--- src/rtl/core/brlt_pkg.sv ---
// Package for the buffer region lease table: operation and status codes,
// the item types and the engine state enum. No dependencies.
`default_nettype none
package brlt_pkg;

    typedef enum logic [2:0] {
        OP_ADD     = 3'd0,
        OP_REMOVE  = 3'd1,
        OP_ACQ_LOC = 3'd2,
        OP_ACQ_REM = 3'd3,
        OP_RELEASE = 3'd4,
        OP_CLOSE   = 3'd5,
        OP_REOPEN  = 3'd6,
        OP_QUERY   = 3'd7
    } op_t;

    localparam logic [3:0] ST_OK          = 4'd0;
    localparam logic [3:0] ST_BAD_RANGE   = 4'd1;
    localparam logic [3:0] ST_BAD_MODE    = 4'd2;
    localparam logic [3:0] ST_OVERLAP     = 4'd3;
    localparam logic [3:0] ST_SHUTDOWN    = 4'd4;
    localparam logic [3:0] ST_NOT_REG     = 4'd5;
    localparam logic [3:0] ST_STALE_ID    = 4'd6;
    localparam logic [3:0] ST_DENIED      = 4'd7;
    localparam logic [3:0] ST_IDS_EXHAUST = 4'd8;
    localparam logic [3:0] ST_TABLE_FULL  = 4'd9;
    localparam logic [3:0] ST_LEASE_FULL  = 4'd10;
    localparam logic [3:0] ST_REM_PENDING = 4'd11;
    localparam logic [3:0] ST_REOPEN_REF  = 4'd12;

    localparam logic [1:0] MODE_LOCAL_RW  = 2'd0;
    localparam logic [1:0] MODE_GLOBAL_RW = 2'd2;
    localparam logic [1:0] MODE_INVALID   = 2'd3;

    // Classified request passed from the front end to the engine
    typedef struct packed {
        op_t         kind;
        logic [63:0] address;
        logic [63:0] byte_length;
        logic [63:0] range_end;
        logic        range_bad;
        logic [1:0]  access_mode;
        logic [63:0] presented_id;
        logic        is_write;
        logic [3:0]  lease_slot;
    } req_t;

    typedef struct packed {
        logic [3:0]  status;
        logic [63:0] assigned_id;
        logic [3:0]  handle_slot;
        logic [63:0] region_base;
        logic [63:0] region_length;
        logic        is_tracked;
        logic        drain_done;
    } rsp_t;

    typedef enum logic [2:0] {
        EN_IDLE,
        EN_SCAN,
        EN_DECIDE,
        EN_ID2,
        EN_DONE
    } eng_state_t;

endpackage
`default_nettype wire

--- src/rtl/core/brlt_front.sv ---
// Front end: accepts requests, precomputes the range end and queues them.
// Depends on brlt_pkg.
`default_nettype none
module brlt_front
    import brlt_pkg::*;
(
    input  wire logic        clk,
    input  wire logic        rst_n,
    input  wire logic        push,
    output logic             full,
    input  wire logic [2:0]  kind,
    input  wire logic [63:0] address,
    input  wire logic [63:0] byte_length,
    input  wire logic [1:0]  access_mode,
    input  wire logic [63:0] presented_id,
    input  wire logic        is_write,
    input  wire logic [3:0]  lease_slot,
    output logic             req_valid,
    output req_t             req,
    input  wire logic        req_take
);
    req_t q_reg [2];
    logic [1:0] cnt_reg;
    logic       wp_reg, rp_reg;
    logic [64:0] sum;
    req_t nreq;
    logic do_push, do_pop;

    // Classify range: zero length or carry out means bad
    always_comb
    begin
        sum = {1'b0, address} + {1'b0, byte_length};
        nreq.kind            = op_t'(kind);
        nreq.address         = address;
        nreq.byte_length     = byte_length;
        nreq.range_end       = sum[63:0];
        nreq.range_bad       = (byte_length == 64'd0) || sum[64];
        nreq.access_mode     = access_mode;
        nreq.presented_id    = presented_id;
        nreq.is_write        = is_write;
        nreq.lease_slot      = lease_slot;
    end

    assign full      = (cnt_reg == 2'd2);
    assign req_valid = (cnt_reg != 2'd0);
    assign req       = q_reg[rp_reg];
    assign do_push   = push && !full;
    assign do_pop    = req_take && req_valid;

    // Two-entry queue between front and engine
    always_ff @(posedge clk)
    begin
        if (do_push)
        begin
            q_reg[wp_reg] <= nreq;
        end
    end

    always_ff @(posedge clk or negedge rst_n)
    begin
        if (!rst_n)
        begin
            cnt_reg <= 2'd0;
            wp_reg  <= 1'b0;
            rp_reg  <= 1'b0;
        end
        else
        begin
            if (do_push) wp_reg <= ~wp_reg;
            if (do_pop)  rp_reg <= ~rp_reg;
            cnt_reg <= cnt_reg + {1'b0, do_push} - {1'b0, do_pop};
        end
    end
endmodule
`default_nettype wire

--- config.mk ---
export PLATFORM = sky130hd
export DESIGN_NAME = brlt_front
export DESIGN_NICKNAME = d
export VERILOG_FILES = /design/src/rtl/core/brlt_pkg.sv /design/src/rtl/core/brlt_front.sv
export SDC_FILE = /design/constraint.sdc
export NUM_CORES = 1
export LEC_CHECK = 0
export ABC_AREA = 1
export BUFFER_PORTS_ARGS = -buffer_cell sky130_fd_sc_hd__buf_2
export CORE_MARGIN = 5
export CORE_UTILIZATION = 47
export CTS_BUF_LIST = sky130_fd_sc_hd__clkbuf_4 sky130_fd_sc_hd__clkbuf_8
export DETAILED_ROUTE_END_ITERATION = 16
export GPL_TIMING_DRIVEN = 0
export HOLD_SLACK_MARGIN = 0.08
export PLACE_DENSITY = 0.7
export SLEW_MARGIN = 20
export SYNTH_ARGS = -nofsm -noshare
export SYNTH_HDL_FRONTEND = slang
export SYNTH_SLANG_ARGS = --single-unit
--- constraint.sdc ---
create_clock -name clk -period 15.9 [get_ports clk]
set_input_delay 0.795 -clock clk [delete_from_list [all_inputs] [get_ports clk]]
set_output_delay 0.795 -clock clk [all_outputs]
set_load 0.02 [all_outputs]
# Word-level counts from Yosys, hierarchy flattened
# Memory sizes are Yosys's and may differ from the RTL's.
# Cells that the tools add are included.
# Widths: inputs -> output; s select.
[op_classes]
n_addsub = 3
n_eq_ne = 1
n_mux = 2
bitwise = 2
reduce_logical = 6
[op_table]
columns = ["op", "count"]
rows = [
  ["$add 64x64->65", 1],
  ["$logic_not 64->1", 1],
  ["$add 2x1->2", 1],
  ["$eq 2x2->1 const B", 1],
  ["$logic_and 1x1->1", 2],
  ["$mux 1", 2],
  ["$not 1->1", 2],
  ["$reduce_bool 2->1", 1],
  ["$sub 2x1->2", 1],
  ["$logic_not 1->1", 1],
  ["$logic_or 1x1->1", 1],
]
[word_totals]
ff_bits = 4
ramBits = 534
in_bits = 206
out_inout_bits = 269
word_cells = 18
mem_count = 1
[mem_list]
columns = ["name", "words", "width", "rd", "rd_ports_with_merged_regs", "write_ports", "line_no", "rtl"]
rows = [
  ["q_reg", 2, 267, 1, 0, 1, "brlt_front.sv:22", "req_t q_reg [2];"],
]

# Logic depth before layout (Yosys ltp)
[logic_depth]
ltp_word = 5
depth_mapped = 14
mapped_depth_nobuf = 14

# Worst setup path after synthesis
# Ideal clock, no wire load.
[synth_timing]
kind = "input-to-reg"
from = "input push"
to = "memory q_reg[0][0] (netlist bit), enable pin"
setup_time_ps = 901
arrival_time_ps = 12065
required_time_ps = 14999
slack_ps = 2934
path_stages = 2
n_path_buf = 0
cell_sequence = "o21ai_0 nor2_1"
[synth_between]
elab_chain_cells = 3
[synth_lines]
columns = ["element", "line_no", "rtl"]
rows = [
  ["start: declaration", "brlt_front.sv:9", "input wire logic push,"],
  ["$logic_and 1x1->1", "brlt_front.sv:47", "assign do_push = push && !full;"],
  ["$mux 1", "brlt_front.sv:53", "if (do_push)"],
  ["$mux 1 (implied by the code)", "brlt_front.sv:55", "q_reg[wp_reg] <= nreq;"],
  ["end: declaration", "brlt_front.sv:22", ""],
]
# No other way between the ends.

==> results.tsv <==
stage	metric	value	unit
final_layout	number of fill cells in the layout	4676	
final_layout	Nets	3593	
final_layout	fin cells	4086	
setup_path	critical path cell sequence	buf_2 > inv_2 > clkbuf_1 > clkbuf_1 > nand2_1 > nand2_1 > buf_2	
setup_path	R2R Path End	q_reg[1][113]	
setup_path	Worst EP required	15.11	ns
clock_network	Clock Pin Slew Worst Setup and Hold Paths	0.06	ns
yosys	ys async rst share	0.00743	
flow_run	Max Cap Viol	0	
setup_path	kind of end point of the critical path	primary output	
clock_network	postcts setup bufs	0	
final_layout	max reg flops	534	
global_route	largest net degree at the start of global routing	26	
yosys	Post-synth EDFFs	534	
sta	Final period util	0.252	
global_route	gr ovfl total	0	
setup_path	worst-path fanout max	10	
clock_network	Root Driver	clkbuf_8	
floorplan	Initial Util	0.476	
yosys	synth top area cells	edfxtp_1 63%, nand2_1 20%, inv_1 4.7%	
clock_network	clk buf depth	3	
placed_design	DP Cell Count	3924	
yosys	post-synthesis sequential area ratio	0.629	
sta	Worst slew margin	0.273	
sta	Hold Fails Final Rpt	0	
global_route	GRT Total Usage	0.244	
routing	post-route ant nets	0	
routing	vias per inst	4.82	
final_layout	FF+latch area	16100	um^2
sta	RSZ-0062 raised after global routing	no	
global_route	first-pass GRT wire length	111000	um
sta	min Tclk post-route	4.00	ns
setup_path	Critical Path Max Stage Delay	0.82	ns
clock_network	H-Tree Level Count	3	
sta	Clock Skew	0.0365	ns
final_layout	Util after Layout	0.582	
global_route	initial antenna violation count	10	
setup_path	Critical-path top delay cell	clkbuf_1	
placed_design	RePlAce Congestion	0.935	
floorplan	area of the core	53900	um^2
routing	Routed WL per cell	18.3	um
pwr	Power, Total	5.51	mW
floorplan	Die X	244	um
pwr	leakage power	15.0	nW
yosys	synthesized instance count	2728	
routing	DR pass1 iterations	5	
clock_network	CTS Buf Count	89	
run_status	outcome	finished clean	
yosys	syn_nets	3001	
final_layout	share of post-route cells with drive strength above 1	0.215	
clock_network	clock sinks	538	
sta	slack of the critical path	11.90	ns
final_layout	Area Growth Syn to Fin	22.4	%
placed_design	pre-CTS WS	12.52	ns
sta	# setup viols final	0	
min_path	hold path start	presented_id[27]	
setup_path	crit path launch type	flip-flop	
setup_path	worst endpoint data arrival time	3.20	ns
yosys	Yosys top cell area share	0.625	
setup_path	CP Buf/Inv Count	5	
yosys	FF+latch count, synth	538	
yosys	mean post-synth cell area	9.40	um^2
setup_path	CP Class	reg2out	
setup_path	R2R cell count	7	
yosys	synth cell count leaders	1,388 x nand2_1, 534 x edfxtp_1, 321 x inv_1, 97 x nor2_1, 66 x ha_1	
final_layout	Multi-input gate area	8080	um^2
yosys	most frequent cell after synthesis	nand2_1	
floorplan	Die Area	59300	um^2
setup_path	delay-heaviest family, CP	buffers and inverters	
sta	worst slew pin tran	1.09	ns
yosys	Cell variety after synth	27	
routing	WL final	74900	um
min_path	Hold Crit Depth	1	
sta	FMAX	0.250	GHz
yosys	Synth Cell Area	25600	um^2
placed_design	Port Buffers	474	
clock_network	clk_lat worst skew	0.67	ns
floorplan	Chip Height	244	um
routing	DRC violations left	0	
clock_network	post-CTS sizing	0	
pwr	Worst VDD drop	0.129	mV
routing	Iter 0 DRT Violations	1346	
global_route	vias in the first global route	19000	
yosys	Syn. warnings	0	
clock_network	CTS tree	done	
min_path	worst hold path type	in2reg	
setup_path	reg2reg start	cnt_reg[0]	
floorplan	# rows	85	
sta	Final Max Tran Viols	0	
pwr	PD cells	176	nW/um^2
min_path	Hold Path Sink	q_reg[0][32]	
yosys	commonest register cell after synthesis	edfxtp_1	
yosys	cell taking the most area after synthesis	edfxtp_1	
floorplan	# IOs	475	
setup_path	worst reg2reg setup slack	13.20	ns
routing	vias	19700	
placed_design	HPWL Detailed	58100	um
[worst max path at each step]
stage	start	to	slack, ns	cells after the start
finish	rp_reg	req[135]	11.90	7
global route	rp_reg	req[135]	11.65	7
CTS	rp_reg	req[135]	11.75	7
detailed placement	rp_reg	req[135]	12.52	7
global placement	push	q_reg[1][174]	-3.75	3
floorplan	push	q_reg[0][0]	2.93	2
[cell usage in the layout (no fill, tap or decap), drive strengths merged]
cell type,instances
buf,503
bufinv,5
dfrtp,4
nor3,12
or2,1
ha,66
o21ai,5
nand2,1418
xor2,34
fa,1
a21oi,44
edfxtp,534
clkinvlp,2
inv,329
dlygate4sd3,1
o21bai,3
xnor2,1
clkinv,26
diode,6
nand3,60
and3,1
nor4,18
clkbuf,174
nand4,18
nor2,124
[per-stage QoR]
stage / TNS, ns / hold slack (ns) / area, um^2
floorplan: 0 / 0.499 / 25600
global placement: -1913.65 / 0.542 / 28900
detailed placement: 0 / 0.545 / 29500
CTS: 0 / 0.234 / 31400
global route: 0 / 0.254 / 31400
finish: 0 / 0.306 / 31400
[routing by layer]
layer | part of all wire | routed length [um] | vias up | GRT usage
li1 | - | - | 9929 | -
met1 | 0.41 | 30700 | 9017 | 0.309
met2 | 0.48 | 36100 | 644 | 0.415
met3 | 0.082 | 6110 | 113 | 0.0615
met4 | 0.026 | 1960 | 2 | 0.0748
met5 | 0.00017 | 13 | - | 0
[power by group]
part           leakage, nW  internal (mW)  switching [mW]
logic                 9.00          0.633            1.62
registers             5.01           1.96          0.0658
clock network        0.954          0.691           0.551
[timing repair]
action | CTS | global route
endpoints found under the setup margin | 0 | 0
hold endpoints to repair | 4 | 0
hold buffers | 1 | 0
[worst register-to-register path, cell delays in order (launching register included)]
cell and delay (ns):
dfrtp_1 0.40, o21ai_0 0.76, nor2_4 0.29, buf_16 0.26, buf_16 0.16, buf_12 0.17
buf_16 0.20, buf_16 0.17
[kinds of logic (layout without fill, tap and decap cells)]
| logic type | after synthesis | after routing | synth area share |
|---|---|---|---|
| other | 0 | 6 | 0 |
| and+or+nand+nor | 1652 | 1652 | 0.259 |
| adders and majority gates | 67 | 67 | 0.0330 |
| AOI/OAI and AO/OA | 52 | 52 | 0.0104 |
| buffers and inverters | 384 | 1040 | 0.0563 |
| xor gates and xnor gates | 35 | 35 | 0.0120 |
| DFF | 538 | 538 | 0.629 |
[cell type report]
type	instances	area share
clock buffers	118	0.0470
plain buffers	59	0.00725
multi-input cells	1806	0.257
clock inverters	37	0.0112
flip-flops and latches	538	0.514
repair buffers	501	0.0961
diodes	6	0.000478
inverters	325	0.0389
well taps	696	0.0277
No activity file was read; power rests on OpenSTA's default activity.
